### config.mk
export PLATFORM = sky130hd
export DESIGN_NAME = utf8_byte_decoder_flat
export DESIGN_NICKNAME = d
export VERILOG_FILES = /design/src/rtl/utf8d_pkg.sv /design/src/rtl/utf8d_if.sv /design/src/rtl/utf8d_decode.sv /design/src/rtl/utf8d_out_fifo.sv /design/src/rtl/utf8_byte_decoder.sv /design/src/flat_wrapper.sv
export SDC_FILE = /design/constraint.sdc
export NUM_CORES = 1
export LEC_CHECK = 0
export ABC_CLOCK_PERIOD_IN_PS = 6670
export BUFFER_PORTS_ARGS = -buffer_cell sky130_fd_sc_hd__buf_2
export CAP_MARGIN = 25
export CORE_MARGIN = 1
export CORE_UTILIZATION = 63
export DETAILED_ROUTE_END_ITERATION = 6
export PLACE_DENSITY = 0.82
export SLEW_MARGIN = 20
export SYNTH_ARGS = -nofsm -noshare
export SYNTH_HDL_FRONTEND = slang
export SYNTH_SLANG_ARGS = --single-unit
### constraint.sdc
create_clock -name clk -period 6.67 [get_ports clk]
set_input_delay 1.0005 -clock clk [delete_from_list [all_inputs] [get_ports clk]]
set_output_delay 1.0005 -clock clk [all_outputs]
set_load 0.01 [all_outputs]
### src/rtl/utf8d_pkg.sv
package utf8d_pkg;

  localparam int unsigned ByteW    = 8;
  localparam int unsigned CodeW    = 21;
  localparam int unsigned PendW    = 2;
  localparam int unsigned FifoDepth = 4;
  localparam int unsigned PtrW     = $clog2(FifoDepth);
  localparam int unsigned LevelW   = $clog2(FifoDepth + 1);
  // room needed to take every result one byte can cause
  localparam int unsigned MaxRes   = 2;

  localparam logic [ByteW-1:0] AsciiMax = 8'h7f;
  localparam logic [ByteW-1:0] ContMax  = 8'hbf;
  localparam logic [ByteW-1:0] Lead2Max = 8'hdf;
  localparam logic [ByteW-1:0] Lead3Max = 8'hef;
  localparam logic [ByteW-1:0] Lead4Max = 8'hf7;
  localparam logic [ByteW-1:0] ContMask  = 8'h3f;
  localparam logic [ByteW-1:0] Lead2Mask = 8'h1f;
  localparam logic [ByteW-1:0] Lead3Mask = 8'h0f;
  localparam logic [ByteW-1:0] Lead4Mask = 8'h07;
  localparam logic [CodeW-1:0] Replacement = 21'h00fffd;

  // continuation bytes still expected after a lead byte
  localparam logic [PendW-1:0] PendNone = 2'd0;
  localparam logic [PendW-1:0] PendOne  = 2'd1;
  localparam logic [PendW-1:0] PendTwo  = 2'd2;
  localparam logic [PendW-1:0] PendThree = 2'd3;

  // number of results one byte causes
  typedef enum logic [1:0] {
    RES_NONE = 2'd0,
    RES_ONE  = 2'd1,
    RES_TWO  = 2'd2
  } res_cnt_t;

  typedef struct packed {
    logic [CodeW-1:0] code_point;
    logic             last_of_run;
  } result_t;

  typedef struct packed {
    res_cnt_t cnt;
    result_t  res0;
    result_t  res1;
  } dec_out_t;

  typedef struct packed {
    logic              has_room;
    logic [LevelW-1:0] level;
  } fifo_stat_t;

endpackage

### src/rtl/utf8d_if.sv
interface utf8d_in_if;
  import utf8d_pkg::*;
  logic             valid;
  logic             ready;
  logic [ByteW-1:0] text_byte;
  logic             end_of_text;

  modport source (output valid, output text_byte, output end_of_text, input ready);
  modport sink   (input valid, input text_byte, input end_of_text, output ready);
endinterface

interface utf8d_out_if;
  import utf8d_pkg::*;
  logic             valid;
  logic             ready;
  logic [CodeW-1:0] code_point;
  logic             last_of_run;

  modport source (output valid, output code_point, output last_of_run, input ready);
  modport sink   (input valid, input code_point, input last_of_run, output ready);
endinterface

### src/rtl/utf8d_decode.sv
module utf8d_decode (
  input  logic                       clk,
  input  logic                       rst_n,
  input  logic                       fire,
  input  logic [utf8d_pkg::ByteW-1:0] text_byte,
  input  logic                       end_of_text,
  output utf8d_pkg::dec_out_t        dec
);
  import utf8d_pkg::*;

  logic [CodeW-1:0] partial_r, partial_nxt;
  logic [PendW-1:0] pend_r, pend_nxt;
  logic [PendW-1:0] pend_dec;
  logic [CodeW-1:0] shifted;

  assign pend_dec = pend_r - PendOne;
  assign shifted  = {partial_r[CodeW-7:0], text_byte[5:0] & ContMask[5:0]};

  // byte classification, state update and result assembly
  always_comb begin
    dec         = '0;
    dec.cnt     = RES_NONE;
    partial_nxt = partial_r;
    pend_nxt    = pend_r;
    if (text_byte <= AsciiMax) begin
      if (pend_r != PendNone) begin
        dec.res0.code_point = Replacement;
        dec.res1.code_point = {{(CodeW-ByteW){1'b0}}, text_byte};
        dec.cnt             = RES_TWO;
      end else begin
        dec.res0.code_point = {{(CodeW-ByteW){1'b0}}, text_byte};
        dec.cnt             = RES_ONE;
      end
      pend_nxt = PendNone;
    end else if (text_byte <= ContMax) begin
      if (pend_r != PendNone) begin
        partial_nxt = shifted;
        pend_nxt    = pend_dec;
        if (pend_dec == PendNone) begin
          dec.res0.code_point = shifted;
          dec.cnt             = RES_ONE;
        end
      end else begin
        dec.res0.code_point = Replacement;
        dec.cnt             = RES_ONE;
      end
    end else if (text_byte <= Lead2Max) begin
      pend_nxt    = PendOne;
      partial_nxt = {{(CodeW-ByteW){1'b0}}, text_byte & Lead2Mask};
    end else if (text_byte <= Lead3Max) begin
      pend_nxt    = PendTwo;
      partial_nxt = {{(CodeW-ByteW){1'b0}}, text_byte & Lead3Mask};
    end else if (text_byte <= Lead4Max) begin
      pend_nxt    = PendThree;
      partial_nxt = {{(CodeW-ByteW){1'b0}}, text_byte & Lead4Mask};
    end else begin
      dec.res0.code_point = Replacement;
      dec.cnt             = RES_ONE;
      pend_nxt            = PendNone;
    end

    // unfinished sequence at end of text
    if (end_of_text) begin
      if (pend_nxt != PendNone) begin
        if (dec.cnt == RES_NONE) begin
          dec.res0.code_point = Replacement;
          dec.cnt             = RES_ONE;
        end else begin
          dec.res1.code_point = Replacement;
          dec.cnt             = RES_TWO;
        end
      end
      pend_nxt    = PendNone;
      partial_nxt = '0;
    end

    // mark the last result of this byte
    dec.res0.last_of_run = (dec.cnt == RES_ONE);
    dec.res1.last_of_run = (dec.cnt == RES_TWO);
  end

  // decoder state
  always_ff @(posedge clk) begin
    if (!rst_n) begin
      partial_r <= '0;
      pend_r    <= PendNone;
    end else if (fire) begin
      partial_r <= partial_nxt;
      pend_r    <= pend_nxt;
    end
  end

endmodule

### src/rtl/utf8d_out_fifo.sv
module utf8d_out_fifo (
  input  logic                   clk,
  input  logic                   rst_n,
  input  logic                   push,
  input  utf8d_pkg::dec_out_t    dec,
  output utf8d_pkg::fifo_stat_t  stat,
  utf8d_out_if.source            out_bus
);
  import utf8d_pkg::*;

  result_t           mem_r [FifoDepth];
  logic [PtrW-1:0]   wr_ptr_r, rd_ptr_r;
  logic [LevelW-1:0] level_r, level_nxt;
  logic [LevelW-1:0] n_push;
  logic              pop;
  logic [PtrW-1:0]   wr_ptr_p1;

  assign n_push    = push ? LevelW'(dec.cnt) : '0;
  assign pop       = out_bus.valid && out_bus.ready;
  assign level_nxt = level_r + n_push - LevelW'(pop);
  assign wr_ptr_p1 = wr_ptr_r + PtrW'(1);

  assign stat.level    = level_r;
  assign stat.has_room = (level_r <= LevelW'(FifoDepth - MaxRes));

  assign out_bus.valid       = (level_r != '0);
  assign out_bus.code_point  = mem_r[rd_ptr_r].code_point;
  assign out_bus.last_of_run = mem_r[rd_ptr_r].last_of_run;

  // result storage, up to two entries written per cycle
  always_ff @(posedge clk) begin
    if (push && dec.cnt != RES_NONE) begin
      mem_r[wr_ptr_r] <= dec.res0;
    end
    if (push && dec.cnt == RES_TWO) begin
      mem_r[wr_ptr_p1] <= dec.res1;
    end
  end

  // pointers and fill level
  always_ff @(posedge clk) begin
    if (!rst_n) begin
      wr_ptr_r <= '0;
      rd_ptr_r <= '0;
      level_r  <= '0;
    end else begin
      wr_ptr_r <= wr_ptr_r + PtrW'(n_push);
      if (pop) begin
        rd_ptr_r <= rd_ptr_r + PtrW'(1);
      end
      level_r <= level_nxt;
    end
  end

endmodule

### src/rtl/utf8_byte_decoder.sv
// Streaming UTF-8 decoder: one text byte in, zero to two code points out.
// in_bus carries text_byte and end_of_text; out_bus carries code_point and
// last_of_run, which is set on the final code point caused by a byte.
// Both channels use valid/ready; an item moves when both are high.
// A byte is captured in an input register, decoded there once the queue has
// room, and its results written to a four-entry result queue that drives out_bus.
// A byte passes through the input register and the result queue before its
// first result can be taken from out_bus.
// Throughput: one byte per cycle while the queue holds two or fewer
// entries; the queue drains one code point per cycle while out_bus.ready
// is high, so a byte that interrupts a sequence with ASCII (two results)
// fills the queue faster than it drains.
// When out_bus stalls, results collect in the queue; once it holds more
// than two entries a byte in the input register stays there and in_bus.ready
// drops. Nothing is lost or repeated.
// Reset (rst_n low, synchronous) empties the queue and input register and
// clears the partial code point and the pending continuation count.
module utf8_byte_decoder (
  input  logic         clk,
  input  logic         rst_n,
  utf8d_in_if.sink     in_bus,
  utf8d_out_if.source  out_bus
);
  import utf8d_pkg::*;

  logic             s1_valid_r, s1_valid_nxt;
  logic [ByteW-1:0] s1_byte_r;
  logic             s1_eot_r;
  logic             in_fire;
  logic             dec_fire;
  dec_out_t         dec;
  fifo_stat_t       fstat;

  assign dec_fire     = s1_valid_r && fstat.has_room;
  assign in_bus.ready = !s1_valid_r || fstat.has_room;
  assign in_fire      = in_bus.valid && in_bus.ready;

  // input register
  always_comb begin
    s1_valid_nxt = s1_valid_r;
    if (in_fire) begin
      s1_valid_nxt = 1'b1;
    end else if (dec_fire) begin
      s1_valid_nxt = 1'b0;
    end
  end

  always_ff @(posedge clk) begin
    if (!rst_n) begin
      s1_valid_r <= 1'b0;
    end else begin
      s1_valid_r <= s1_valid_nxt;
    end
  end

  always_ff @(posedge clk) begin
    if (in_fire) begin
      s1_byte_r <= in_bus.text_byte;
      s1_eot_r  <= in_bus.end_of_text;
    end
  end

  // byte decode and decoder state
  utf8d_decode u_decode (
    .clk         (clk),
    .rst_n       (rst_n),
    .fire        (dec_fire),
    .text_byte   (s1_byte_r),
    .end_of_text (s1_eot_r),
    .dec         (dec)
  );

  // result queue
  utf8d_out_fifo u_out_fifo (
    .clk     (clk),
    .rst_n   (rst_n),
    .push    (dec_fire),
    .dec     (dec),
    .stat    (fstat),
    .out_bus (out_bus)
  );

  // queue never overfills
  a_level_bound: assert property (@(posedge clk) disable iff (!rst_n)
    fstat.level <= LevelW'(FifoDepth))
    else $error("result queue overfilled");

  // a byte blocked by a full queue stays in the input register
  a_hold_blocked: assert property (@(posedge clk) disable iff (!rst_n)
    (s1_valid_r && !fstat.has_room) |=> s1_valid_r)
    else $error("blocked byte dropped");

  // two results: only the second closes the run
  a_two_results: assert property (@(posedge clk) disable iff (!rst_n)
    (dec_fire && dec.cnt == RES_TWO) |-> (!dec.res0.last_of_run && dec.res1.last_of_run))
    else $error("bad last_of_run marking");

  // queue output valid tracks its fill level
  a_valid_level: assert property (@(posedge clk) disable iff (!rst_n)
    out_bus.valid == (fstat.level != '0))
    else $error("output valid disagrees with level");

endmodule
### src/flat_wrapper.sv
// flat-port wrapper written by rule: the top's interface ports become plain ports
module utf8_byte_decoder_flat import utf8d_pkg::*;
  (clk, rst_n, in_bus_valid, in_bus_text_byte, in_bus_end_of_text, in_bus_ready, out_bus_valid, out_bus_code_point, out_bus_last_of_run, out_bus_ready);
  utf8d_in_if in_bus_i ();
  utf8d_out_if out_bus_i ();
  input  logic clk;
  input  logic rst_n;
  input wire logic [$bits(in_bus_i.valid)-1:0] in_bus_valid;
  input wire logic [$bits(in_bus_i.text_byte)-1:0] in_bus_text_byte;
  input wire logic [$bits(in_bus_i.end_of_text)-1:0] in_bus_end_of_text;
  output wire logic [$bits(in_bus_i.ready)-1:0] in_bus_ready;
  output wire logic [$bits(out_bus_i.valid)-1:0] out_bus_valid;
  output wire logic [$bits(out_bus_i.code_point)-1:0] out_bus_code_point;
  output wire logic [$bits(out_bus_i.last_of_run)-1:0] out_bus_last_of_run;
  input wire logic [$bits(out_bus_i.ready)-1:0] out_bus_ready;
  assign in_bus_i.valid = in_bus_valid;
  assign in_bus_i.text_byte = in_bus_text_byte;
  assign in_bus_i.end_of_text = in_bus_end_of_text;
  assign in_bus_ready = in_bus_i.ready;
  assign out_bus_valid = out_bus_i.valid;
  assign out_bus_code_point = out_bus_i.code_point;
  assign out_bus_last_of_run = out_bus_i.last_of_run;
  assign out_bus_i.ready = out_bus_ready;
  utf8_byte_decoder u_core (.clk(clk), .rst_n(rst_n), .in_bus(in_bus_i), .out_bus(out_bus_i));
endmodule
==> impl_metrics.toml <==
[detailed_routing]
avgViaCountPerCell = 6.736
wl_per_cell_um = 20.95
firstDrtPassIters = 7
routed_wl_um = 13410
antenna_left = 0
via_count = 4311
route.detailed.drc = 2
drt_iter0_drc = 465

[die]
coreArea_sq_mm = 0.008806
die_x_um = 97.94
ios = 37
initial_core_util_pct = 65.84
dieArea_sq_mm = 0.009591
rows = 34
die_y_um = 97.94

[final_layout]
diodes = 0
layout_commonest_cell = "edfxtp_1"
nFillCells = 548
drive_gt1_share_pct = 22.37
final_cell_mix = "edfxtp_1 (77), dfxtp_1 (47), nor2_1 (46)"
area_growth_pct = 14.35
layout.nets = 537

[worst_setup_path]
worstPathCellList = "nand4_1, nand3_2, nand3_1, ha_1, inv_1, ha_1, inv_1, fa_1, xor2_1, xnor2_1, and2_1"
cpPeakStageDelay_ps = 730
cp_slowest_cell = "edfxtp_1"
cp.arrival_ps = 3630
cp-start-kind = "flop"
reg2reg_slack_ps = 3470
required_ps = 7100
critPathMaxFanout = 28
critPathCaptureType = "flop"
worstRegToRegCells = 11
criticalPathCategory = "reg -> reg"
r2r-start = "u_core.s1_byte_r[6]"
r2r-end = "u_core.u_out_fifo.level_r[2]"

[sta]
min_period_ps = 3202
finalSetupTns_ps = 0
setup_viol = 0
hold_viol = 0
fin_crit_sh_pct = 48.01
max_slew_margin_pct = 46.59
finalClockSkew_ps = 5.129
tightest_slew_ps = 800.1
timing.fmax_mhz = 312.3
rsz0062_at_grt = "no"
drv_slew = 0

[worst_hold_path]
hold_path.class = "reg -> reg"
worstHoldStart = "u_core.u_decode.partial_r[11]"
holdPathEnd = "u_core.u_decode.partial_r[11]"
min_path_cells = 1

[place]
port_buffers = 36
dp_hpwl_um = 8579
gp_congestion = 0.9571

[synthesis]
yosysUniqueCellTypes = 57
synth-seq-cells = 124
synthArstFlopShare_pct = 0
seq_area_frac_synth_pct = 56.11
avgSynthCellArea_sq_um = 11.93
synth_area_sq_mm = 0.005798
synth_fp_nets = 504
ys.flop_type = "edfxtp_1"
yosys_warnings = 0
synthCells = 486
synth_edf_count = 77

[power_and_ir_drop]
peakVddDrop_v = 0.0002102
finalPower_uw = 2279
powerDensity_mw_per_mm2 = 343.7
p_leak_uw = 0.002308

[clocking]
cts_num_sinks = 124
numCtsBuffers = 17
cts_setup_buffers = 0
cts_hold_buf = 0
cts_root_buf = "clkbuf_8"
cts_repair_resize_count = 0
cts_tree = "yes"
clock_latency_ps = 530
htreeDepth = 4
path_clk_slew_ps = 60
clk_path_buf_depth = 2

[grt]
grt_pass1_wl_um = 21480
grt_pass1_vias = 4194
grt_usage_pct = 29.88
overflow = 0
antenna_found_initial = 0
grt_start_max_net_pins = 29

[flow_run]
cap_violations = 0

[status]
outcome = "finished with violations"
failed_checks = "design-rule violations"
==> layer usage <==
metal	share of wire [%]	GRT usage [%]	vias to the layer above
met5	0	0	-
met3	9.0	8.017	52
li1	-	-	1924
met4	3.3	13.75	0
met2	49	49.02	293
met1	39	37.19	2042
==> per-stage QoR <==
step | cells | instance area, sq um | worst slack, ps | util, % | hold WS, ps
2_1_floorplan | 486 | 5798 | 4083 | - | 440.5
6_report | 640 | 6630 | 3468 | 75.29 | 469.1
4_1_cts | 638 | 6604 | 3504 | 74.99 | 473.0
5_1_grt | 640 | 6630 | 3173 | 75.29 | 494.7
3_3_place_gp | 605 | 5982 | 3632 | 67.93 | 461.1
3_5_place_dp | 606 | 5993 | 3520 | 68.06 | 456.1
==> layout make-up <==
cell class / instances / area [sq um] / share of cell area [%]
clock buffer: 18 / 417.9 / 6.303
clock inverter: 14 / 192.7 / 2.906
inverter: 20 / 77.57 / 1.170
multi-input combinational: 315 / 2321 / 35.01
sequential: 124 / 3253 / 49.07
tap: 108 / 135.1 / 2.038
timing repair buffer: 41 / 232.7 / 3.510
==> how the worst max path moves through the flow <==
stage,start,to,slack [ps],cells after the start
floorplan,u_core.s1_byte_r[6],u_core.u_out_fifo.level_r[2],4080,13
global placement,u_core.s1_byte_r[6],u_core.u_out_fifo.level_r[2],3630,11
detailed placement,u_core.s1_byte_r[6],u_core.u_out_fifo.level_r[2],3520,11
CTS,u_core.s1_byte_r[6],u_core.u_out_fifo.level_r[2],3500,11
global route,u_core.s1_byte_r[6],u_core.u_out_fifo.level_r[2],3170,11
finish,u_core.s1_byte_r[6],u_core.u_out_fifo.level_r[2],3470,11
==> report_power, final <==
group	switching (uW)	internal, uW	total [uW]
Sequential	41.7	863	905
Clock	347	608	955
Combinational	237	182	419
Total	626	1650	2280
==> synth_stat cells, drive strengths merged (2+ instances only) <==
cell / count / area share [%]
a22oi: 2 / 0.26
a31oi: 3 / 0.32
o22ai: 27 / 3.2
nand3: 28 / 2.5
a32o: 5 / 0.86
nand2: 24 / 1.9
o2bb2ai: 4 / 0.71
and3: 9 / 0.97
nor2b: 5 / 0.54
nor2: 46 / 3.0
edfxtp: 77 / 40
nand3b: 2 / 0.26
or2: 2 / 0.22
a21boi: 2 / 0.26
buf: 23 / 2.2
or3: 4 / 0.52
ha: 4 / 0.86
nand2b: 3 / 0.32
o32ai: 4 / 0.60
nor4: 2 / 0.43
dfxtp: 47 / 16
xnor2: 3 / 0.45
mux4: 22 / 8.5
o21a: 2 / 0.26
xor2: 3 / 0.45
a22o: 11 / 1.7
nor3: 14 / 2.1
clkbuf: 4 / 0.28
and2: 9 / 0.97
a21oi: 31 / 2.7
a21o: 3 / 0.39
o21ai: 29 / 2.5
inv: 20 / 1.3
nand4: 3 / 0.32
==> worst max-delay path: cells and delay by family, from the launching register on <==
family / cells / cell delay (ps)
XOR/XNOR: 2 / 280
adder cells (fa/ha/maj): 3 / 820
buffers and inverters: 2 / 110
flip-flops: 1 / 730
AND/OR/NAND/NOR: 4 / 1160
==> state kept, by name, indices dropped and copies added (netlist names), named ones only <==
signal and count:
u_core.s1_byte_r 8, u_core.s1_eot_r 1, u_core.s1_valid_r 1, u_core.u_decode.partial_r 15, u_core.u_decode.pend_r 2, u_core.u_out_fifo.level_r 3
u_core.u_out_fifo.mem_r 88, u_core.u_out_fifo.rd_ptr_r 2, u_core.u_out_fifo.wr_ptr_r 2
==> cell families (layout without fill, tap and decap cells) <==
group	after synthesis	count (layout)	synth area share [%]
compound gates	127	127	14.59
simple gates	155	155	14.78
xor+xnor	6	6	0.9065
mux	22	22	8.546
flops	124	124	56.11
buf+inv	47	93	3.863
fa+ha+maj	5	5	1.209
Power figures use the tool's default switching activity.
